[src/sv/hss_ram.sv]
// Generic single write port, single read port RAM with registered read data.
// No dependencies.
`default_nettype none
module hss_ram #(
   parameter int WIDTH = 32,
   parameter int DEPTH = 64
) (
   input  wire logic                     clock,
   input  wire logic                     wr_en,
   input  wire logic [$clog2(DEPTH)-1:0] wr_addr,
   input  wire logic [WIDTH-1:0]         wr_data,
   input  wire logic [$clog2(DEPTH)-1:0] rd_addr,
   output logic      [WIDTH-1:0]         rd_data
);
   logic [WIDTH-1:0] mem_ff [DEPTH];

   always_ff @(posedge clock) begin
      if (wr_en) mem_ff[wr_addr] <= wr_data;
      rd_data <= mem_ff[rd_addr];
   end
endmodule
`default_nettype wire

[config.mk]
export PLATFORM = sky130hd
export DESIGN_NAME = hss_ram
export DESIGN_NICKNAME = d
export VERILOG_FILES = /design/src/sv/hss_ram.sv
export SDC_FILE = /design/constraint.sdc
export NUM_CORES = 2
export LEC_CHECK = 0
export ABC_AREA = 1
export BUFFER_PORTS_ARGS = -buffer_cell sky130_fd_sc_hd__buf_2
export CORE_ASPECT_RATIO = 1.4
export CORE_UTILIZATION = 45
export DETAILED_ROUTE_END_ITERATION = 16
export PLACE_DENSITY = 0.59
export SKIP_CTS_REPAIR_TIMING = 1
export SLEW_MARGIN = 30
export SYNTH_ARGS = -nofsm -noshare
export SYNTH_HDL_FRONTEND = slang
export SYNTH_SLANG_ARGS = --single-unit
[constraint.sdc]
create_clock -name clock -period 14.95 [get_ports clock]
set_clock_uncertainty 0.2 [all_clocks]
set_input_delay 1.495 -clock clock [delete_from_list [all_inputs] [get_ports clock]]
set_output_delay 1.495 -clock clock [all_outputs]
set_load 0.005 [all_outputs]
==> impl_results.md <==
- GR met1 Demand/Resource: 0.343
- Seq cells post-synth: 2080
- Drt first pass iters: 6
- Total GRT Usage: 0.259
- Max cap viols: 0
- Top Usage Layer GRT: met2
- CTS tree: yes
- Tot Pwr: 12000 uW
- CP Launch Type: input port
- Crit-path max FO: 206
- TritonCTS buffer count: 188
- P&R area growth vs syn: 10.8%
- Final Critical Period: 5.21 ns
- Remaining DRCs: 0
- Hpwl dp: 119000 um
- Worst Path Required: 15.50 ns
- Power Dens Cells: 131 nW/um2
- Met2 global-route usage: 0.426
- Syn. warnings: 0
- Crit Path Class: in2reg
- CP max-delay cell: buf_4
- Final ANT Viol Nets: 0
- First-pass GRT wire length: 349000 um
- Crit. End Element: flip-flop
- Max VDD drop: 98.8 uV
- FP Rows: 185
- Worst-path clk slew: 0.06 ns
- Post-Syn Area: 82700 um2
- Routability Congestion: 0.833
- Syn Nets: 6815
- Die X-Extent: 364 um
- Level count of the clock H-tree: 4
- Mapped Avg Cell Area: 12.2 um2
- Setup WS post-layout: 9.74 ns
- Mapped Cells: 6769
- Overflow after GRT: 0
- Post-layout util: 0.504
- Vias in the first global route: 51000
- Initial Util: 0.455
- Pre-CTS WS: 8.71 ns
- Crit path buf inv count: 5
- Status: finished clean
- Die area: 186000 um2
- Commonest non-fill, non-tap cells in the layout: 2248 x nand2_1, 2048 x edfxtp_1, 1907 x nand3_1, 193 x clkbuf_16, 141 x buf_4
- Worst skew pair latency: 0.84 ns
- Unrepaired setup endpoints after global routing: no
- Netlist cell types: 16
- Largest net degree at the start of global routing: 207
- Fmax: 192 MHz
- Via density: 5.76
- Final WL: 243000 um
- Register area share after synthesis: 0.751
- Die height: 509 um
- Slew @ Worst Pin: 1.30 ns
- IO Pins: 78
- Final setup fails: 0
- Clock Tree Root: clkbuf_16
- Met3 usage: 0.0458
- Initial DRC count: 5857
- Share of layout cells above drive strength 1: 0.0804
- Wire per inst: 26.0 um
- Final hold violations: 0
- Vias: 53700
- Clock sinks: 2080
- Initial antenna violation count: 11
- Leak: 0.0319 uW
- Hold WC Path Type: reg2reg
- Final nets: 6784
- Cells along the critical path: buf_8 > inv_16 > buf_6 > buf_4 > buf_4 > nand2_1 > nand3_1 > nand3_1 > nand3_1 > nand3_1 > nand2_1 > nand2_1 > nand2_1
- Setup TNS: 0 ns
- Slew Limit Fails: 0
- Maximum root-to-sink buffer count: 3
- Slew margin rel.: 0.134
- Crit path max-delay family: buffers and inverters
- Max incr delay on CP: 0.86 ns
- Most common library cell in the layout ignoring fill and taps: nand2_1
- # port buffers: 77
- Core area: 182000 um2
- Fin crit share: 0.349
- Crit path DAT: 5.76 ns
-- routing by layer --
| layer | wire (um) | vias to the layer above |
|---|---|---|
| met4 | 9120 | 8 |
| li1 | - | 24000 |
| met1 | 96400 | 26900 |
| met3 | 19700 | 464 |
| met2 | 117000 | 2266 |
| met5 | 45 | - |
-- tightest hold or removal path, delay by kind of cell (launching register included) --
kind	cells	cell delay, ns
simple gates	8	0.43
flops	1	0.32
-- cell families after synthesis --
kind of cell,Yosys count,share of synthesized area
DFF,2080,0.751
buffers and inverters,461,0.0278
and+or+nand+nor,4228,0.221
-- through the flow --
step           cells  instance area, um2  hold slack, ns
2_1_floorplan   6769               82700           0.521
3_3_place_gp    8979               85600           0.584
3_5_place_dp    8979               85600           0.562
4_1_cts         9323               91600           0.580
5_1_grt         9324               91600           0.671
6_report        9331               91600           0.583
-- path summary, 6_finish.rpt --
kind | startpoint | endpoint | slack (ns) | depth (start not counted)
setup / recovery | rd_addr[0] | rd_data[9] | 9.74 | 13
hold / removal | mem_ff[8][27] | rd_data[27] | 0.58 | 8
setup reg to reg | mem_ff[1][21] | rd_data[21] | 12.97 | 8
hold reg to reg | mem_ff[8][27] | rd_data[27] | 0.58 | 8
-- where the power goes --
part           internal (uW)  leakage [uW]  switching [uW]
clock network           2610       0.00291            2130
registers               6450        0.0187            17.0
logic                    166        0.0103             578
-- state kept, by name, indices dropped and copies added, names as in the netlist --
name	cells
mem_ff	2048
rd_data	32
-- cell usage after synthesis (all sizes together) --
master     n  area [um2]
nand2   2248        8440
edfxtp  2048       61500
nand3   1907        9540
buf      372        1960
clkbuf    77         289
nor2      56         210
dfxtp     32         641
inv       12        47.6
nand4      9        56.3
nor4       8        50.1
-- cell type report --
| type | instances | area (um2) |
|---|---|---|
| clock inverters | 93 | 852 |
| flip-flops and latches | 2080 | 62100 |
| fillers | 15600 | 90300 |
| clock buffers | 251 | 5110 |
| well taps | 2431 | 3040 |
| inverters | 12 | 82.6 |
| multi-input cells | 4228 | 18800 |
| diodes | 8 | 20.0 |
| repair buffers | 228 | 1630 |
No activity file was read; power rests on OpenSTA's default activity.
