--- src/sv/hss_pkg.sv ---
// Package for the harmonic sine series block: sizes, fixed-point constants,
// item and status types, and the CORDIC arctangent and saturation helpers.
// No dependencies.
`default_nettype none
package hss_pkg;
   localparam int MAX_HARMONICS = 64;
   localparam int CORDIC_STEPS = 24;
   localparam int IDX_W = $clog2(MAX_HARMONICS);
   localparam int CNT_W = $clog2(MAX_HARMONICS + 1);
   localparam int STEP_W = $clog2(CORDIC_STEPS);

   localparam logic [42:0] TWO_PI_Q40 = 43'h6487ED5110B;
   localparam logic signed [34:0] PI_Q30 = 35'sh0C90FDAA2;
   localparam logic signed [34:0] HALF_PI_Q30 = 35'sh06487ED51;
   localparam logic signed [34:0] TWO_PI_Q30 = 35'sh1921FB544;
   localparam logic signed [34:0] GAIN_Q30 = 35'sh026DD3B6A;
   // Reciprocal of two pi as 2^74 / TWO_PI_Q40, rounded down by a few units
   // so that the quotient estimate never exceeds the true quotient.
   localparam logic [31:0] INV_TWO_PI = 32'd2734261100;

   localparam logic [1:0] CSR_OMEGA = 2'd0;
   localparam logic [1:0] CSR_HARMONICS = 2'd1;
   localparam logic REQ_LOAD = 1'b0;

   typedef struct packed {
      logic        req_type;
      logic [5:0]  coef_index;
      logic [31:0] coef_value;
      logic [31:0] sample_time;
   } req_item_type;

   typedef struct packed {
      logic [31:0] series_value;
      logic [31:0] series_derivative;
   } rsp_item_type;

   typedef struct packed {
      logic busy;
   } back_status_type;

   function automatic logic signed [34:0] atan_entry(input logic [STEP_W-1:0] i);
      logic signed [34:0] r;
      case (i)
         0: r = 35'sd843314857;
         1: r = 35'sd497837829;
         2: r = 35'sd263043837;
         3: r = 35'sd133525159;
         4: r = 35'sd67021687;
         5: r = 35'sd33543515;
         6: r = 35'sd16775851;
         7: r = 35'sd8388437;
         8: r = 35'sd4194283;
         9: r = 35'sd2097149;
         10: r = 35'sd1048576;
         default: begin
            if (32'(i) <= 30) r = 35'sd1 <<< (30 - 32'(i));
            else r = '0;
         end
      endcase
      return r;
   endfunction

   function automatic logic [31:0] sat32(input logic signed [63:0] v);
      logic [31:0] r;
      if (v > 64'sd2147483647) r = 32'h7FFFFFFF;
      else if (v < -64'sd2147483648) r = 32'h80000000;
      else r = v[31:0];
      return r;
   endfunction
endpackage
`default_nettype wire

--- src/sv/hss_queue.sv ---
// Two-entry queue of sample times between the front and the back.
// Depends on hss_pkg.
`default_nettype none
module hss_queue import hss_pkg::*; (
   input  wire logic        clock,
   input  wire logic        reset,
   input  wire logic        push,
   input  wire logic [31:0] push_data,
   input  wire logic        pop,
   output logic [31:0]      pop_data,
   output logic             empty,
   output logic             full
);
   logic [31:0] data_ff [2];
   logic [1:0] count_ff, count_in;
   logic rd_ff, rd_in, wr_ff, wr_in;

   assign empty = (count_ff == 2'd0);
   assign full = (count_ff == 2'd2);
   assign pop_data = data_ff[rd_ff];

   always_comb begin
      count_in = count_ff + {1'b0, push} - {1'b0, pop};
      rd_in = rd_ff ^ pop;
      wr_in = wr_ff ^ push;
   end

   always_ff @(posedge clock) begin
      if (reset) begin
         count_ff <= '0;
         rd_ff <= 1'b0;
         wr_ff <= 1'b0;
      end else begin
         count_ff <= count_in;
         rd_ff <= rd_in;
         wr_ff <= wr_in;
      end
      if (push) data_ff[wr_ff] <= push_data;
   end
endmodule
`default_nettype wire

--- config.mk ---
export PLATFORM = sky130hd
export DESIGN_NAME = hss_queue
export DESIGN_NICKNAME = d
export VERILOG_FILES = /design/src/sv/hss_pkg.sv /design/src/sv/hss_queue.sv
export SDC_FILE = /design/constraint.sdc
export NUM_CORES = 1
export LEC_CHECK = 0
export ABC_AREA = 1
export BUFFER_PORTS_ARGS = -buffer_cell sky130_fd_sc_hd__buf_2
export CORE_MARGIN = 8
export CORE_UTILIZATION = 52
export DETAILED_ROUTE_END_ITERATION = 10
export HOLD_SLACK_MARGIN = 0.08
export PLACE_DENSITY = 0.79
export SETUP_SLACK_MARGIN = 0.02
export SYNTH_ARGS = -nofsm -noshare
export SYNTH_HDL_FRONTEND = slang
export SYNTH_SLANG_ARGS = --single-unit
--- constraint.sdc ---
create_clock -name clock -period 1.83 [get_ports clock]
set_input_delay 0.366 -clock clock [delete_from_list [all_inputs] [get_ports clock]]
set_output_delay 0.366 -clock clock [all_outputs]
set_load 0.01 [all_outputs]
==> results of run 1 <==
## power by group through the flow
stage / logic, mW / registers, mW / clock network (mW)
floorplan: 0.316 / 1.87 / 0
global placement: 0.471 / 1.87 / 0
detailed placement: 0.482 / 1.88 / 0
CTS: 0.483 / 1.85 / 1.13
global route: 0.513 / 1.85 / 1.22
finish: 0.471 / 1.85 / 1.10
## routing by layer
metal | up-vias | global-route usage
li1 | 640 | -
met1 | 637 | 0.130
met2 | 39 | 0.213
met3 | 6 | 0.0338
met4 | 0 | 0.0844
met5 | - | 0
## registers in the layout, summed over array words and instances, names as in the netlist
| name | flops |
|---|---|
| rd_ff | 1 |
| data_ff | 64 |
| count_ff | 2 |
| wr_ff | 1 |
## layout by cell type (no fill, tap or decap), drive strengths merged, types with 2 or more instances in the layout
cell / n
mux2: 32
clkbuf: 13
inv: 7
ha: 4
nand2: 3
edfxtp: 64
buf: 74
clkinv: 2
nor2: 6
dfxtp: 4
## worst paths after layout
kind,startpoint,to,slack [ps],depth (start not counted)
max,rd_ff$_SDFF_PP0_,pop_data[20],80,3
min,push_data[7],data_ff[0][7]$_DFFE_PP_,230,1
max reg2reg,count_ff[0]$_SDFF_PP0_,count_ff[1]$_SDFF_PP0_,550,9
min reg2reg,wr_ff$_SDFF_PP0_,wr_ff$_SDFF_PP0_,550,3
## cell type report
| type | instances | area [µm²] |
|---|---|---|
| clock buffers | 13 | 139 |
| clock inverters | 3 | 37.5 |
| fillers | 370 | 1740 |
| inverters | 7 | 26.3 |
| multi-input cells | 48 | 572 |
| flip-flops and latches | 68 | 2010 |
| well taps | 70 | 87.6 |
| repair buffers | 74 | 433 |
## repair_timing
| action | CTS | global route |
|---|---|---|
| endpoints found under the setup margin | 25 | 0 |
| buffers inserted | 0 | 0 |
| resized for setup | 1 | 0 |
## worst max-delay path, stage by stage, from the launching register on
cell and delay [ps]:
dfxtp_4 430, buf_12 180, mux2_4 310, buf_2 140
## cells by family (layout without fill, tap and decap cells)
family                   Yosys count  count (layout)
AO/OA/AOI/OAI                      1               1
AND/OR/NAND/NOR                   10              10
flip-flops                        68              68
multiplexers                      32              32
adder cells (fa/ha/maj)            4               4
XOR/XNOR                           1               1
buffers and inverters             11              97
## metrics by stage
step	instance area [µm²]	std cells	util	hold slack, ps	setup WS [ps]
floorplan	2670	127	-	433	242
global placement	3120	267	0.619	530	361
detailed placement	3120	267	0.619	545	344
CTS	3300	283	0.655	216	57.0
global route	3300	283	0.655	209	21.3
finish	3300	283	0.655	234	82.3
==> results.toml, run 1 <==
[clock_network]
htree_levels = 3
tritoncts = "built"
cts_hold_buf = 0
numCtsBuffers = 9
clockBufferDepth = 2
insertion_delay_ps = 310
cts_sinks = 68
clockRootBuffer = "clkbuf_8"
clk_pin_slew_ps = 60

[logic_synthesis]
muxShareOfSynthArea = 0.176
synth_cell_types = 13
synth_fa_ha_area_frac = 0.0187
synth-xor-area-share = 0.00328
ys_warn_count = 0
synth_largest_area_cell = "edfxtp_1"
synth_seq_area_share = 0.749
async_flop_share = 0
synth_top_family_by_area = "multiplexers"
synth_top_area_frac = 0.719
synth_ff_type = "edfxtp_1"
synth_edf_count = 64
synth_compound_area_frac = 0.00187
yosys.area_share.simple = 0.0145
synth_nets = 167
netlist_instances = 127
synth_common_cells = "edfxtp_1, mux2_4, inv_1"
ys_ff_latch = 68
synth_area_leaders = "edfxtp_1, mux2_4, dfxtp_1"
postSynthAreaPerCell_um2 = 21.0
syn_area_um2 = 2670
synth.most_common_cell = "edfxtp_1"

[sta]
fmax_mhz = 572
tightest_slew_ps = 195
setup_viol = 0
slew_violations = 0
hold_viol_final = 0
skew_ps = 3.31
rsz0062_at_grt = "no"
fin_crit_sh = 0.955
finalSetupTns_ps = 0
fin_crit_ps = 1750
slew_headroom = 0.870

[detailed_routing]
drt_iter0_markers = 53
routed.top_layer = "met4"
met3WireLength_um = 226
drt_wl_total_mm = 4.47
vias = 1322
wl_met2_mm = 2.40
routed_via_density = 4.67
postRouteAntennaNets = 0
drt-met1-wl_mm = 1.76
wire_per_inst_um = 15.8
drc = 0
first_pass_iters = 4

[worst_setup_path]
worst-setup-path-type = "reg2out"
crit_required_ps = 1460
cp-end-kind = "primary output"
start_kind = "register"
cp_max_fo = 14
cp.arrival_ps = 1380

[final_layout]
final_layout_size_suffix_gt1_frac = 0.549
area_growth_pct = 23.6
final_nets = 248
n_antenna_cell = 0

[min_path]
hp-class = "in2reg"

[global_routing]
grt_pass1_wl_mm = 6.90
grt_max_degree = 33
grt_pass1_vias = 1415
grt_use_total = 0.124
antenna_found_initial = 0
grt-ovfl-total = 0

[floorplan]
dieHeight_um = 87.7
io_pins = 70
initial_core_util = 0.530
die_w_um = 87.7
die-area_um2 = 7690
core_region_area_um2 = 5040
num_rows = 26

[pwr]
swShare = 0.214
internal_power_mw = 2.69
ir_drop_mv = 0.486
p_comb_frac = 0.138
p_switching_mw = 0.731
cellPowerDensity_nw_per_um2 = 1040
finalPower_mw = 3.42
p_seq_frac = 0.540
leakagePower_nw = 1.35
p_clk_frac = 0.322

[flow_run]
cap_violations = 0

[placement]
numPortBuffers = 69
gp_routability_congestion = 0.676
hpwl_mm = 3.15

[outcome]
status = "completed"
Power figures use the tool's default switching activity.
==> inputs of run 2 (changes only) <==
--- a/config.mk
+++ b/config.mk
@@ -12,6 +12,7 @@
 export DETAILED_ROUTE_END_ITERATION = 10
 export HOLD_SLACK_MARGIN = 0.08
 export PLACE_DENSITY = 0.79
+export REMOVE_ABC_BUFFERS = 1
 export SETUP_SLACK_MARGIN = 0.02
 export SYNTH_ARGS = -nofsm -noshare
 export SYNTH_HDL_FRONTEND = slang
==> run 2 against run 1 <==
  * Sequential share of layout area grew 0.27 points
  * Maximum frequency down 0.25%
  * Setup slack lost 4.4 ps
  * Clock power is essentially flat
  * Flip-flop and latch count did not move
  * Clock-buffer cell count decreased by 3
  * Clock skew up 3.4 ps
  * Critical path type unchanged
  * Global-route usage is 0.71 points lower
  * Wire length down 4.1%
==> results.toml, run 2 (synthesis results as in run 1) <==
[outcome]
status = "completed"

[worst_setup_path]
cp.arrival_ps = 1390
r2r_start = "count_ff[0]$_SDFF_PP0_"
worstSetupStartpoint = "rd_ff$_SDFF_PP0_"
ff2ff_path_depth = 8
crit_required_ps = 1460
worstSetupEndpoint = "pop_data[1]"
start_kind = "register"
cp-end-kind = "primary output"
worst-setup-path-type = "reg2out"
reg2reg_to = "count_ff[1]$_SDFF_PP0_"
reg2reg_setup_slack_ps = 530
cp_max_fo = 14

[detailed_routing]
drt_iter0_markers = 19
wire_per_inst_um = 15.2
first_pass_iters = 4
drt_wl_total_mm = 4.29
drc = 0
routed_via_density = 4.65
vias = 1310
postRouteAntennaNets = 0

[global_routing]
grt_max_degree = 33
grt_pass1_vias = 1401
grt_pass1_wl_mm = 6.58
grt_util_met3 = 0.0460
grt-busiest-layer = "met2"
grt_use_total = 0.117
grt-ovfl-total = 0
antenna_found_initial = 0
grt_util_met2 = 0.200
met1_usage = 0.120

[clock_network]
clockRootBuffer = "clkbuf_8"
clockBufferDepth = 2
cts_sinks = 68
clk_pin_slew_ps = 70
cts_hold_buf = 0
tritoncts = "built"
htree_levels = 3
insertion_delay_ps = 330
numCtsBuffers = 9

[sta]
skew_ps = 6.70
fin_crit_sh = 0.957
hold_viol_final = 0
slew_headroom = 0.821
fin_ws_ps = 77.8
rsz0062_at_grt = "no"
tightest_slew_ps = 268
slew_violations = 0
fmax_mhz = 571
setup_viol = 0
fin_crit_ps = 1750
holdWs_ps = 223

[final_layout]
n_antenna_cell = 0
largest_reg_flops = 64
final_cell_mix = "buf_2, edfxtp_1, mux2_4"
final_common_cell = "buf_2"
fin_area_um2 = 3280
top_regs = "data_ff (64), count_ff (2)"
final_layout_size_suffix_gt1_frac = 0.566
utilization = 0.651
final_nets = 248
regMostFlops = "data_ff"
area_growth_pct = 22.9

[floorplan]
io_pins = 70
die_w_um = 87.7
core_region_area_um2 = 5040
die-area_um2 = 7690
num_rows = 26
initial_core_util = 0.530
dieHeight_um = 87.7

[min_path]
hp-class = "in2reg"
min_from = "push_data[26]"

[flow_run]
cap_violations = 0

[placement]
hpwl_mm = 3.09
dpl_cell_area_um2 = 3100
dp_slack_ps = 361
gp_routability_congestion = 0.676
numPortBuffers = 69

[pwr]
leakagePower_nw = 1.34
finalPower_mw = 3.42
cellPowerDensity_nw_per_um2 = 1040
ir_drop_mv = 0.706
run 2: changes by cell type in the layout (fill, tap and decap cells not counted), sizes merged:
cell and delta:
clkinvlp +2, clkbuf -3
run 2: through the flow:
| stage | setup TNS, ps | std cells |
|---|---|---|
| after detailed placement | 0 | 267 |
| after global placement | 0 | 267 |
| after CTS | 0 | 282 |
| after floorplan | -9030 | 123 |
| final | 0 | 282 |
| after global routing | 0 | 282 |
run 2: what timing repair did:
| action | CTS | global route |
|---|---|---|
| resized for setup | 1 | 0 |
| setup buffers | 0 | 0 |
| endpoints found under the setup margin | 4 | 0 |
run 2: how the worst min path moves through the flow:
stage	endpoint	slack, ps	cells after the start
floorplan	wr_ff$_SDFF_PP0_	430	1
global placement	wr_ff$_SDFF_PP0_	530	3
detailed placement	wr_ff$_SDFF_PP0_	550	3
CTS	data_ff[0][14]$_DFFE_PP_	200	1
global route	data_ff[0][8]$_DFFE_PP_	210	1
finish	data_ff[1][26]$_DFFE_PP_	220	1
run 2: critical path, stage by stage, from the launching register on:
cell	delay, ps
dfxtp_2	360
buf_6	220
mux2_2	350
buf_2	140
run 2: final cells by class:
type	count	area [µm²]
Sequential cell	68	2000
Fill cell	357	1760
Multi-Input combinational cell	48	572
Timing Repair Buffer	74	412
Clock buffer	10	128
Tap cell	70	87.6
Clock inverter	5	53.8
Inverter	7	26.3
run 2: routing by layer:
layer / up-vias / share of wire
li1: 638 / -
met1: 614 / 0.40
met2: 48 / 0.50
met3: 10 / 0.088
met4: 0 / 0.017
met5: - / 0
run 2: power breakdown:
group | internal [mW] | switching [mW]
logic | 0.243 | 0.220
registers | 1.81 | 0.0278
clock network | 0.614 | 0.504
total | 2.67 | 0.752
==> inputs of run 3 (changes only) <==
--- a/config.mk
+++ b/config.mk
@@ -13,7 +13,7 @@
 export HOLD_SLACK_MARGIN = 0.08
 export PLACE_DENSITY = 0.79
 export REMOVE_ABC_BUFFERS = 1
-export SETUP_SLACK_MARGIN = 0.02
+export SETUP_SLACK_MARGIN = 0.2
 export SYNTH_ARGS = -nofsm -noshare
 export SYNTH_HDL_FRONTEND = slang
 export SYNTH_SLANG_ARGS = --single-unit
==> run 3 against run 2 <==
  * Final cell count rose by 0.71%
  * Clock skew barely moved
  * Sequential share of layout area fell by 0.73 points
  * Setup slack improved by 17 ps
  * Register-to-register slack barely moved
  * First-iteration DRC count rose by 79%
  * Critical path depth did not move
  * Largest cell class unchanged
==> results.toml, run 3 (synthesis results as in run 1) <==
[floorplan]
dieHeight_um = 87.7
die-area_um2 = 7690
io_pins = 70
die_w_um = 87.7
core_region_area_um2 = 5040
num_rows = 26
initial_core_util = 0.530

[min_path]
hold_depth = 1
whs_endpoint = "data_ff[1][26]$_DFFE_PP_"
min_from = "push_data[26]"
hp-class = "in2reg"

[sta]
tightest_slew_ps = 264
holdWs_ps = 222
skew_ps = 6.26
slew_headroom = 0.824
hold_viol_final = 0
finalSetupTns_ps = 0
setup_viol = 0
fin_ws_ps = 95.2
fin_crit_sh = 0.948
rsz0062_at_grt = "yes"
fmax_mhz = 576
slew_violations = 0
fin_crit_ps = 1730

[detailed_routing]
wl_met2_mm = 2.18
drt-met1-wl_mm = 1.77
wire_per_inst_um = 15.6
first_pass_iters = 4
postRouteAntennaNets = 0
vias = 1324
drt_iter0_markers = 34
drt_wl_total_mm = 4.42
drc = 0
routed.top_layer = "met4"
met3WireLength_um = 380
routed_via_density = 4.66

[clock_network]
clockRootBuffer = "clkbuf_8"
cts_hold_buf = 0
clockBufferDepth = 2
clk_pin_slew_ps = 70
cts_sinks = 68
tritoncts = "built"
htree_levels = 3
numCtsBuffers = 9
insertion_delay_ps = 330

[pwr]
finalPower_mw = 3.44
ir_drop_mv = 0.705
cellPowerDensity_nw_per_um2 = 1040
leakagePower_nw = 1.36

[final_layout]
final_common_cell = "buf_2"
fin_area_um2 = 3330
top_regs = "data_ff (64), count_ff (2)"
n_antenna_cell = 0
utilization = 0.660
area_growth_pct = 24.5
regMostFlops = "data_ff"
fin_cells = 284
final_nets = 250
largest_reg_flops = 64
final_layout_size_suffix_gt1_frac = 0.570
final_cell_mix = "buf_2, edfxtp_1, mux2_4"

[outcome]
status = "completed"

[worst_setup_path]
start_kind = "register"
cp.arrival_ps = 1370
crit_required_ps = 1460
r2r_start = "count_ff[0]$_SDFF_PP0_"
reg2reg_to = "count_ff[1]$_SDFF_PP0_"
worst-setup-path-type = "reg2out"
reg2reg_setup_slack_ps = 530
ff2ff_path_depth = 8
cp_max_fo = 14
cp-end-kind = "primary output"

[global_routing]
grt_pass1_wl_mm = 6.58
grt-ovfl-total = 0
antenna_found_initial = 0
grt_pass1_vias = 1402
grt_max_degree = 33
grt_use_total = 0.117

[flow_run]
cap_violations = 0

[placement]
gp_routability_congestion = 0.676
hpwl_mm = 3.09
dp_slack_ps = 361
numPortBuffers = 69
dp.cells = 267
dpl_cell_area_um2 = 3100
## run 3: repair_timing
action / in CTS / in global routing
gates cloned: 0 / 1
resized for setup: 1 / 3
endpoints found under the setup margin: 32 / 32
buffers inserted: 0 / 1
## run 3: layout make-up
class	instances	area (µm²)
Sequential cell	68	2010
Inverter	7	26.3
Fill cell	353	1720
Clock buffer	10	128
Multi-Input combinational cell	48	572
Timing Repair Buffer	76	453
Clock inverter	5	53.8
Tap cell	70	87.6
## run 3: worst max-delay path, stage by stage (launching register included)
cell     delay (ps)
dfxtp_4         400
buf_12          170
mux2_2          330
buf_2           140
## run 3: power by group
group | switching, mW | internal (mW) | total (mW)
logic | 0.222 | 0.259 | 0.481
clock network | 0.506 | 0.614 | 1.12
registers | 0.0313 | 1.81 | 1.84
## run 3: worst max path at each step
stage | slack [ps] | endpoint | startpoint | cells past startpoint
3_3_place_gp | 370 | pop_data[1] | rd_ff$_SDFF_PP0_ | 3
6_report | 100 | pop_data[1] | rd_ff$_SDFF_PP0_ | 3
4_1_cts | 50 | pop_data[1] | rd_ff$_SDFF_PP0_ | 3
3_5_place_dp | 360 | pop_data[1] | rd_ff$_SDFF_PP0_ | 3
5_1_grt | 50 | pop_data[1] | rd_ff$_SDFF_PP0_ | 3
2_1_floorplan | -360 | pop_data[0] | rd_ff$_SDFF_PP0_ | 1
## run 3: layer usage
metal / up-vias / track usage
li1: 641 / -
met1: 624 / 0.122
met2: 48 / 0.198
met3: 11 / 0.0460
met4: 0 / 0.0656
met5: - / 0
