`src/sv/hss_pkg.sv`:
```
// Package for the harmonic sine series block: sizes, fixed-point constants,
// item and status types, and the CORDIC arctangent and saturation helpers.
// No dependencies.
`default_nettype none
package hss_pkg;
   localparam int MAX_HARMONICS = 64;
   localparam int CORDIC_STEPS = 24;
   localparam int IDX_W = $clog2(MAX_HARMONICS);
   localparam int CNT_W = $clog2(MAX_HARMONICS + 1);
   localparam int STEP_W = $clog2(CORDIC_STEPS);

   localparam logic [42:0] TWO_PI_Q40 = 43'h6487ED5110B;
   localparam logic signed [34:0] PI_Q30 = 35'sh0C90FDAA2;
   localparam logic signed [34:0] HALF_PI_Q30 = 35'sh06487ED51;
   localparam logic signed [34:0] TWO_PI_Q30 = 35'sh1921FB544;
   localparam logic signed [34:0] GAIN_Q30 = 35'sh026DD3B6A;
   // Reciprocal of two pi as 2^74 / TWO_PI_Q40, rounded down by a few units
   // so that the quotient estimate never exceeds the true quotient.
   localparam logic [31:0] INV_TWO_PI = 32'd2734261100;

   localparam logic [1:0] CSR_OMEGA = 2'd0;
   localparam logic [1:0] CSR_HARMONICS = 2'd1;
   localparam logic REQ_LOAD = 1'b0;

   typedef struct packed {
      logic        req_type;
      logic [5:0]  coef_index;
      logic [31:0] coef_value;
      logic [31:0] sample_time;
   } req_item_type;

   typedef struct packed {
      logic [31:0] series_value;
      logic [31:0] series_derivative;
   } rsp_item_type;

   typedef struct packed {
      logic busy;
   } back_status_type;

   function automatic logic signed [34:0] atan_entry(input logic [STEP_W-1:0] i);
      logic signed [34:0] r;
      case (i)
         0: r = 35'sd843314857;
         1: r = 35'sd497837829;
         2: r = 35'sd263043837;
         3: r = 35'sd133525159;
         4: r = 35'sd67021687;
         5: r = 35'sd33543515;
         6: r = 35'sd16775851;
         7: r = 35'sd8388437;
         8: r = 35'sd4194283;
         9: r = 35'sd2097149;
         10: r = 35'sd1048576;
         default: begin
            if (32'(i) <= 30) r = 35'sd1 <<< (30 - 32'(i));
            else r = '0;
         end
      endcase
      return r;
   endfunction

   function automatic logic [31:0] sat32(input logic signed [63:0] v);
      logic [31:0] r;
      if (v > 64'sd2147483647) r = 32'h7FFFFFFF;
      else if (v < -64'sd2147483648) r = 32'h80000000;
      else r = v[31:0];
      return r;
   endfunction
endpackage
`default_nettype wire

```
`src/sv/hss_front.sv`:
```
// Front end: accepts items, writes loads into the coefficient table, queues
// samples, and holds the configuration registers. Depends on hss_pkg.
`default_nettype none
module hss_front import hss_pkg::*; (
   input  wire logic               clock,
   input  wire logic               reset,
   input  wire logic               req_valid,
   output logic                    req_stall,
   input  wire req_item_type       req_data,
   input  wire logic               csr_valid,
   output logic                    csr_ready,
   input  wire logic [1:0]         csr_index,
   input  wire logic [31:0]        csr_data,
   input  wire back_status_type    back_status,
   input  wire logic               q_empty,
   input  wire logic               q_full,
   output logic                    q_push,
   output logic                    wr_en,
   output logic [IDX_W-1:0]        wr_addr,
   output logic [31:0]             wr_data,
   output logic [MAX_HARMONICS-1:0] coef_valid,
   output logic [31:0]             omega,
   output logic [CNT_W-1:0]        harm_count
);
   logic [MAX_HARMONICS-1:0] valid_ff, valid_in;
   logic [31:0] omega_ff;
   logic [6:0] harm_ff;
   logic is_load, accept;

   assign is_load = (req_data.req_type == REQ_LOAD);
   assign req_stall = is_load ? (back_status.busy || !q_empty) : q_full;
   assign accept = req_valid && !req_stall;
   assign q_push = accept && !is_load;
   assign wr_en = accept && is_load && (32'(req_data.coef_index) < MAX_HARMONICS);
   assign wr_addr = req_data.coef_index[IDX_W-1:0];
   assign wr_data = req_data.coef_value;
   assign coef_valid = valid_ff;
   assign csr_ready = 1'b1;
   assign omega = omega_ff;
   assign harm_count = (32'(harm_ff) > MAX_HARMONICS) ? CNT_W'(MAX_HARMONICS)
                                                      : CNT_W'(harm_ff);

   always_comb begin
      valid_in = valid_ff;
      if (wr_en) valid_in[wr_addr] = 1'b1;
   end

   always_ff @(posedge clock) begin
      if (reset) begin
         valid_ff <= '0;
         omega_ff <= 32'd16777216;
         harm_ff <= 7'd1;
      end else begin
         valid_ff <= valid_in;
         if (csr_valid && csr_index == CSR_OMEGA) omega_ff <= csr_data;
         if (csr_valid && csr_index == CSR_HARMONICS) harm_ff <= csr_data[6:0];
      end
   end
endmodule
`default_nettype wire

```
`config.mk`:
```
export PLATFORM = sky130hd
export DESIGN_NAME = hss_front
export DESIGN_NICKNAME = d
export VERILOG_FILES = /design/src/sv/hss_pkg.sv /design/src/sv/hss_front.sv
export SDC_FILE = /design/constraint.sdc
export NUM_CORES = 1
export LEC_CHECK = 0
export BUFFER_PORTS_ARGS = -buffer_cell sky130_fd_sc_hd__buf_2
export CAP_MARGIN = 40
export CORE_AREA = 2 2 100 102
export CTS_CLUSTER_DIAMETER = 30
export DETAILED_ROUTE_END_ITERATION = 8
export DIE_AREA = 0 0 102 104
export PLACE_DENSITY = 0.81
export SETUP_SLACK_MARGIN = 0.15
export SKIP_CTS_REPAIR_TIMING = 1
export SLEW_MARGIN = 10
export SYNTH_ARGS = -nofsm -noshare
export SYNTH_HDL_FRONTEND = slang
export SYNTH_SLANG_ARGS = --single-unit
```
`constraint.sdc`:
```
create_clock -name clock -period 2.88 [get_ports clock]
set_input_delay 0.144 -clock clock [delete_from_list [all_inputs] [get_ports clock]]
set_output_delay 0.144 -clock clock [all_outputs]
set_load 0.1 [all_outputs]
```
==> impl_metrics.tcl, run 1 <==
set metrics [dict create \
    outcome "completed" \
    cp_cell_sequence "buf_2, and4bb_2, buf_2" \
    dr.max_layer_used "met4" \
    fin_nets 667 \
    synth_edf_count 0 \
    netlist_instances 442 \
    wirelength_mm 9.58 \
    grt_pass1_vias 3059 \
    numCtsBuffers 9 \
    r2r_slack_ps 2120 \
    synthFlopType "dfxtp_1" \
    fillCellCount 909 \
    drt_iter0_markers 109 \
    ir_worst_vdd_mv 0.260 \
    cts.htree.levels 3 \
    r2r_cells 2 \
    hp-class "in2reg" \
    clk_pin_slew_ps 80 \
    dieWidth_um 102 \
    r2r-end "harm_ff[6]$_SDFFE_PP0P_" \
    cp.required_ps 2740 \
    initial_core_util_pct 41.0 \
    cp_max_fo 9 \
    min_period_over_period_pct 51.4 \
    netlist_area_um2 3910 \
    setup_ws_ps 1400 \
    internal_power_mw 1.93 \
    path_class "in2out" \
    dp.cells 676 \
    wl_met1_mm 4.10 \
    crit_path_max_incr_delay_ps 560 \
    synth_seq_area_share_pct 52.7 \
    port_buffers 159 \
    grt_max_degree 55 \
    synth_area_per_cell_um2 8.85 \
    reg2reg_from "harm_ff[6]$_SDFFE_PP0P_" \
    drive_gt1_share_pct 33.6 \
    multi_input_area_um2 1210 \
    antenna_left 0 \
    wl_met2_mm 4.48 \
    rows 36 \
    crit_slowest_cell "and4bb_2" \
    p_comb_share_pct 13.4 \
    synth_nets 554 \
    min_path_cells 3 \
    synthArstFlopShare_pct 0 \
    place_hpwl_mm 7.00 \
    grt_overflow 0 \
    synth.top_cell.area_share_pct 52.7 \
    seqCellArea_um2 2060 \
    insertion_delay_ps 340 \
    cp_common_cell "buf_2" \
    start_kind "primary input" \
    drt_first_pass_iters 4 \
    period_needed_ps 1480 \
    n_antenna_cell 0 \
    synth.distinct_cells 27 \
    cts_tree "yes" \
    max_slew_margin_pct 64.0 \
    synth_top_area_cell "dfxtp_1" \
    fin_skew_ps 0 \
    num_vias 3329 \
    synth.area.top_cells "dfxtp_1, o22ai_1, buf_4" \
    gp_congestion 0.721 \
    pwr-share-seq_pct 53.6 \
    rsz0062_at_grt "false" \
    grt_pass1_wl_mm 14.6 \
    fin_setup_tns_ps 0 \
    min_to "omega[24]$_SDFFE_PP1P_" \
    max_freq_mhz 675 \
    cap_violations 0 \
    drc_errors 0 \
    avgViaCountPerCell 4.80 \
    wire_per_inst_um 13.8 \
    die_y_um 104 \
    clkPwrFrac_pct 33.0 \
    cts.sinks 103 \
    synthToLayoutAreaGrowth_pct 20.8 \
    die-area_um2 10600 \
    final_cells 693 \
    power_switching_share_pct 28.5 \
    cp.arrival_ps 1340 \
    root_buffer "clkbuf_8" \
    clock_path_buffers 2 \
    ios 257 \
    antenna_found_initial 0 \
    hold_viol 0 \
    finalMaxSlewViolations 0 \
    setup_viol 0 \
    p_leak_nw 2.12 \
    place_ws_ps 1360 \
    hold_path.startpoint "csr_data[24]" \
    grt_util_all_layers_pct 17.4 \
    powerDensity_nw_per_um2 573 \
    synth_warnings 0 \
    power.switching_uw 772 \
    ys_ff_latch 103 \
    end_kind "output pin" \
    coreArea_um2 9550 \
    worst_pin_slew_ps 541 \
    wl_met3_um 905 \
]
==> worst max path at each step <==
stage,start,endpoint,slack [ps],depth (start not counted)
floorplan,q_empty,req_stall,1010,2
global placement,csr_index[1],omega[31]$_SDFFE_PP0P_,1410,4
detailed placement,req_data[70],coef_valid[49]$_SDFFE_PP0P_,1360,4
CTS,harm_ff[6]$_SDFFE_PP0P_,harm_count[4],1370,2
global route,harm_ff[6]$_SDFFE_PP0P_,harm_count[5],1320,2
finish,req_data[70],wr_en,1400,3
==> final cells by class <==
| class | count | share of cell area [%] |
|---|---|---|
| Timing Repair Buffer | 163 | 17.7 |
| Sequential cell | 103 | 43.6 |
| Multi-Input combinational cell | 212 | 25.7 |
| Inverter | 66 | 5.24 |
| Tap cell | 133 | 3.52 |
| Clock inverter | 6 | 1.27 |
| Clock buffer | 10 | 2.91 |
==> power by group through the flow <==
stage	clock network [mW]	logic, mW	registers (mW)
after floorplan	0	0.381	1.60
after global placement	0	0.355	1.48
after detailed placement	0	0.361	1.49
after CTS	0.912	0.362	1.45
after global routing	0.978	0.381	1.46
final	0.893	0.362	1.45
==> cells in the final DEF (no fill, tap or decap), drive strengths merged, types with 2 or more instances in the layout <==
cell type	n
clkinv	3
nor2	10
mux2i	6
a21oi	32
dfxtp	103
buf	162
clkbuf	10
nand3	5
nand2	70
nor3b	2
nand3b	5
nor2b	9
clkinvlp	2
and2b	2
inv	66
o22ai	64
==> per-stage QoR <==
stage | cell area (µm²) | util, % | hold slack [ps] | power [mW]
floorplan | 3910 | - | 268 | 1.98
global placement | 4500 | 47.2 | 289 | 1.84
global route | 4730 | 49.5 | 6.44 | 2.81
detailed placement | 4520 | 47.3 | 289 | 1.85
finish | 4730 | 49.5 | 20.5 | 2.71
CTS | 4720 | 49.4 | -2.88 | 2.73
==> flip-flops by register name, summed over array words and instances (netlist names) <==
| name | count |
|---|---|
| omega | 32 |
| harm_ff | 7 |
| coef_valid | 64 |
==> worst max-delay path, delay by kind of cell <==
family | cells | cell delay (ps)
and+or+nand+nor | 1 | 560
buffers and inverters | 2 | 630
==> routing by layer <==
| layer | up-vias | global-route usage (%) |
|---|---|---|
| li1 | 1633 | - |
| met1 | 1527 | 21.8 |
| met2 | 159 | 28.1 |
| met3 | 10 | 6.05 |
| met4 | 0 | 5.24 |
| met5 | - | 0 |
==> cells in the mapped netlist (2+ instances only) <==
master    count
inv_1        66
clkbuf_1     11
dfxtp_1     103
and2b_1       2
nor2_1       10
nand2_1      70
mux2i_1       6
nand3_4       3
nand3b_2      3
buf_2         9
nor2b_1       9
nand3_1       2
a21oi_1      32
nand3b_1      2
o22ai_1      64
buf_4        39
==> kinds of logic (layout without fill, tap and decap cells) <==
family / count (synthesis) / in the layout / share of synthesized area (%)
other: 1 / 1 / 0.0958
DFF: 103 / 103 / 52.7
and+or+nand+nor: 108 / 108 / 14.7
AOI/OAI and AO/OA: 97 / 97 / 14.6
muxes: 6 / 6 / 1.54
buffers and inverters: 127 / 245 / 16.4
No activity file was read; power rests on OpenSTA's default activity.
==> run 2, diff against run 1 <==
--- a/config.mk
+++ b/config.mk
@@ -7,11 +7,11 @@
 export LEC_CHECK = 0
 export BUFFER_PORTS_ARGS = -buffer_cell sky130_fd_sc_hd__buf_2
 export CAP_MARGIN = 40
-export CORE_AREA = 2 2 100 102
+export CORE_ASPECT_RATIO = 0.8
+export CORE_UTILIZATION = 42
 export CTS_CLUSTER_DIAMETER = 30
 export DETAILED_ROUTE_END_ITERATION = 8
-export DIE_AREA = 0 0 102 104
-export PLACE_DENSITY = 0.81
+export PLACE_DENSITY = 0.82
 export SETUP_SLACK_MARGIN = 0.15
 export SKIP_CTS_REPAIR_TIMING = 1
 export SLEW_MARGIN = 10
==> constraint.sdc (replaced) <==
create_clock -name clock -period 1.4 [get_ports clock]
set_input_delay 0.07 -clock clock [delete_from_list [all_inputs] [get_ports clock]]
set_output_delay 0.07 -clock clock [all_outputs]
set_load 0.1 [all_outputs]
==> impl_metrics.tcl, run 2 (same netlist as run 1, synthesis figures left out) <==
set metrics [dict create \
    period_needed_ps 1200 \
    dieWidth_um 110 \
    outcome "completed" \
    finalMaxSlewViolations 0 \
    drt_first_pass_iters 4 \
    largest_register_ffs 64 \
    coreArea_um2 9040 \
    powerDensity_nw_per_um2 1300 \
    root_buffer "clkbuf_16" \
    ir_worst_vdd_mv 1.06 \
    grt_util_all_layers_pct 19.0 \
    cts.htree.levels 3 \
    final_cells 710 \
    path_class "reg2out" \
    clk_pin_slew_ps 70 \
    rows 31 \
    clock_path_buffers 2 \
    wirelength_mm 10.6 \
    insertion_delay_ps 330 \
    drive_gt1_share_pct 41.7 \
    final_common_cell "buf_2" \
    fin_nets 702 \
    synthToLayoutAreaGrowth_pct 37.7 \
    placed_cell_area_um2 4620 \
    rsz0062_at_grt "true" \
    max_freq_mhz 834 \
    cp_cell_sequence "buf_2" \
    hold_viol 0 \
    n_antenna_cell 0 \
    cp.arrival_ps 1130 \
    grt_pass1_wl_mm 13.9 \
    end_kind "output pin" \
    p_leak_nw 2.40 \
    setup_viol 0 \
    num_vias 3469 \
    finalPower_mw 7.03 \
    layout_common_cells "buf_2, nand2_1, inv_1" \
    antenna_left 0 \
    grt_max_degree 71 \
    avgViaCountPerCell 4.89 \
    path_buf_inv 1 \
    initial_core_util_pct 43.3 \
    die-area_um2 9710 \
    cts_tree "yes" \
    port_buffers 159 \
    drt_iter0_markers 235 \
    hold_ws_ps 77.8 \
    crit_path_max_incr_delay_ps 440 \
    gp_congestion 0.724 \
    ios 257 \
    place_hpwl_mm 7.00 \
    cp.required_ps 1330 \
    stdcell_area_um2 5390 \
    dp.cells 661 \
    cp_top_family "buffers and inverters" \
    drc_errors 0 \
    cts.sinks 103 \
    start_kind "flip-flop" \
    hp-class "in2reg" \
    fin_skew_ps 0 \
    fillCellCount 791 \
    numCtsBuffers 9 \
    die_y_um 88.3 \
    antenna_found_initial 0 \
    cp_max_fo 2 \
    wire_per_inst_um 14.9 \
    crit_slowest_cell "buf_2" \
    cap_violations 0 \
    min_period_over_period_pct 85.7 \
    grt_pass1_vias 2778 \
    grt_overflow 0 \
]
## run 2: cell types whose count changed in the layout (fill, tap and decap cells not counted), sizes merged
cell / change
buf: +3
clkbuf: -1
clkinv: -2
clkinvlp: -2
inv: +1
dlygate4sd3: +32
bufinv: +4
## run 2: final cells by class
cell class,instances,area [µm²],area share [%]
clock buffer,9,225,4.18
clock inverter,7,168,3.11
inverter,66,248,4.60
multi-input combinational,212,1210,22.6
sequential,103,2130,39.5
tap,115,144,2.67
timing repair buffer,198,1260,23.3
## run 2: report_power, final
part	internal (mW)	total, mW	switching [mW]
clock	2.12	3.19	1.07
combinational	0.227	0.853	0.627
sequential	2.97	2.99	0.0216
## run 2: per-layer routing
layer	global-route usage [%]	routed length, µm	vias to the layer above
met5	0	0	-
met4	7.15	137	0
met3	4.71	433	24
met2	31.6	5410	103
met1	24.0	4590	1639
li1	-	-	1703
## run 2: path summary, 6_finish.rpt
kind,start,endpoint,slack [ps],cells after the start
setup / recovery,coef_valid[22]$_SDFFE_PP0P_,coef_valid[22],200,1
hold / removal,csr_index[0],omega[0]$_SDFFE_PP0P_,80,4
setup reg to reg,harm_ff[6]$_SDFFE_PP0P_,harm_ff[6]$_SDFFE_PP0P_,710,2
hold reg to reg,omega[25]$_SDFFE_PP0P_,omega[25]$_SDFFE_PP0P_,450,2
## run 2: per-stage QoR
| step | worst slack, ps | util (%) | setup TNS (ps) |
|---|---|---|---|
| 2_1_floorplan | -367 | - | -2200 |
| 3_3_place_gp | 160 | 51.1 | 0 |
| 3_5_place_dp | 93.2 | 51.1 | 0 |
| 4_1_cts | -17.3 | 55.4 | -45.1 |
| 5_1_grt | 146 | 59.6 | 0 |
| 6_report | 201 | 59.6 | 0 |
==> run 3, diff against run 2 <==
--- a/config.mk
+++ b/config.mk
@@ -5,10 +5,11 @@
 export SDC_FILE = /design/constraint.sdc
 export NUM_CORES = 1
 export LEC_CHECK = 0
+export ABC_AREA = 1
 export BUFFER_PORTS_ARGS = -buffer_cell sky130_fd_sc_hd__buf_2
 export CAP_MARGIN = 40
 export CORE_ASPECT_RATIO = 0.8
-export CORE_UTILIZATION = 42
+export CORE_UTILIZATION = 44
 export CTS_CLUSTER_DIAMETER = 30
 export DETAILED_ROUTE_END_ITERATION = 8
 export PLACE_DENSITY = 0.82
==> impl_metrics.tcl, run 3 <==
set metrics [dict create \
    outcome "finished with violations" \
    violations "hold timing" \
    die_y_um 91.7 \
    synth_top_family_by_area "simple AND/OR/NAND/NOR gates" \
    synthArstFlopShare_pct 0 \
    fin_skew_ps 0 \
    fin_nets 836 \
    worst_pin_slew_ps 512 \
    coreArea_um2 9690 \
    wirelength_mm 10.9 \
    antenna_found_initial 0 \
    clock_path_buffers 2 \
    num_vias 3967 \
    wire_per_inst_um 12.6 \
    seqCellArea_um2 2130 \
    die-area_um2 10500 \
    drc_errors 0 \
    crit_slowest_cell "buf_2" \
    post-synth-top-count-cell "nor2_1" \
    cts.htree.levels 3 \
    placed_cell_area_um2 5110 \
    period_needed_ps 1200 \
    cts.sinks 103 \
    largest_register_ffs 64 \
    wl_met3_um 472 \
    final_cells 865 \
    synth.area.top_cells "dfxtp_1, nor2_1, inv_1" \
    clk_pin_slew_ps 70 \
    crit_path_max_incr_delay_ps 440 \
    cts_tree "yes" \
    synth_top_area_cell "dfxtp_1" \
    synthAdderAreaFrac_pct 0 \
    insertion_delay_ps 330 \
    grt_pass1_wl_mm 16.7 \
    wl_met1_mm 5.08 \
    synth_seq_area_share_pct 46.6 \
    avgViaCountPerCell 4.59 \
    synthSimpleGateAreaFrac_pct 21.4 \
    dieWidth_um 114 \
    finalMaxSlewViolations 0 \
    end_kind "output pin" \
    synth_nets 699 \
    p_leak_nw 2.52 \
    drive_gt1_share_pct 38.8 \
    ir_worst_vdd_mv 0.830 \
    synth.distinct_cells 25 \
    fin_setup_tns_ps 0 \
    fillCellCount 933 \
    place_hpwl_mm 7.33 \
    port_buffers 159 \
    cp.required_ps 1330 \
    wl_met2_mm 5.19 \
    path_buf_inv 1 \
    antenna_left 0 \
    hold_viol 6 \
    drt_iter0_markers 268 \
    synth_xor_area_share_pct 0 \
    min_period_over_period_pct 86.0 \
    synth.top_cell.area_share_pct 46.6 \
    netlist_instances 587 \
    ys_ff_latch 103 \
    powerDensity_nw_per_um2 1180 \
    grt_overflow 0 \
    drt_first_pass_iters 4 \
    utilization_pct 59.1 \
    synthFlopType "dfxtp_1" \
    path_class "reg2out" \
    grt_max_degree 66 \
    synth_warnings 0 \
    synthToLayoutAreaGrowth_pct 29.3 \
    grt_util_all_layers_pct 20.2 \
    n_antenna_cell 0 \
    initial_core_util_pct 45.7 \
    finalPower_mw 6.76 \
    final_common_cell "buf_2" \
    netlist_area_um2 4430 \
    layout_common_cells "buf_2, nor2_1, inv_1" \
    cp_max_fo 2 \
    dp.cells 824 \
    cp_top_family "buffers and inverters" \
    start_kind "flip-flop" \
    numCtsBuffers 9 \
    synth.area.mux_share_pct 0 \
    hold_ws_ps -35.7 \
    synth_commonest_cells "nor2_1, dfxtp_1, inv_1" \
    dr.max_layer_used "met4" \
    stdcell_area_um2 5720 \
    grt_pass1_vias 3466 \
    rows 32 \
    cp_cell_sequence "buf_2" \
    synth_area_per_cell_um2 7.54 \
    synth_compound_area_share_pct 14.0 \
    synth_edf_count 0 \
    max_freq_mhz 831 \
    cp.arrival_ps 1130 \
    ios 257 \
    cap_violations 0 \
    root_buffer "clkbuf_16" \
    multi_input_area_um2 1590 \
    gp_congestion 0.772 \
    setup_viol 0 \
    rsz0062_at_grt "false" \
    max_slew_margin_pct 66.1 \
    hp-class "in2reg" \
]
[run 3: changes by cell type in the layout (fill, tap and decap cells not counted), moves of 6 or more]
cell | before | now
nand3_1 | 2 | 13
dlygate4sd3_1 | 33 | 25
nor2_1 | 10 | 131
mux2i_1 | 6 | 0
o21ai_0 | 0 | 36
a21oi_2 | 1 | 20
nand2_1 | 70 | 53
nor2b_1 | 8 | 0
nand2_2 | 0 | 19
o22ai_1 | 64 | 0
a21oi_1 | 31 | 49
inv_1 | 66 | 82
nor2_2 | 0 | 6
[run 3: area by class of cell]
class / instances / area share [%]
flip-flops and latches: 103 / 37.2
multi-input cells: 335 / 27.8
repair buffers: 192 / 20.9
inverters: 83 / 5.45
clock buffers: 11 / 4.24
well taps: 136 / 2.97
clock inverters: 5 / 1.42
[run 3: final timing paths]
check / startpoint / endpoint / slack (ps) / cells past startpoint
worst max-delay path: coef_valid[49]$_SDFFE_PP0P_ / coef_valid[49] / 200 / 1
worst min-delay path: csr_data[7] / omega[7]$_SDFFE_PP0P_ / -40 / 3
worst max register to register: harm_ff[6]$_SDFFE_PP0P_ / harm_ff[6]$_SDFFE_PP0P_ / 680 / 2
worst min register to register: coef_valid[25]$_SDFFE_PP0P_ / coef_valid[25]$_SDFFE_PP0P_ / 450 / 2
[run 3: cell families (layout without fill, tap and decap cells)]
logic type,Yosys count,after routing
simple gates,226,226
compound gates,108,108
flops,103,103
other cells,1,1
buf+inv,149,291
[run 3: where the power goes]
group	internal (mW)	switching, mW
logic	0.232	0.839
registers	3.00	0.0287
clock network	1.62	1.05
total	4.85	1.92
[run 3: layer usage]
layer	up-vias	global-route usage (%)
met5	-	0
met4	0	7.58
met3	20	4.30
met2	115	32.4
met1	1811	26.6
li1	2021	-
[run 3: metrics by stage]
step           setup slack (ps)  hold WS, ps
4_1_cts                   -71.2        -57.6
3_5_place_dp                249          141
2_1_floorplan              7.61          196
3_3_place_gp                275          141
5_1_grt                     159         1.59
6_report                    197        -35.7
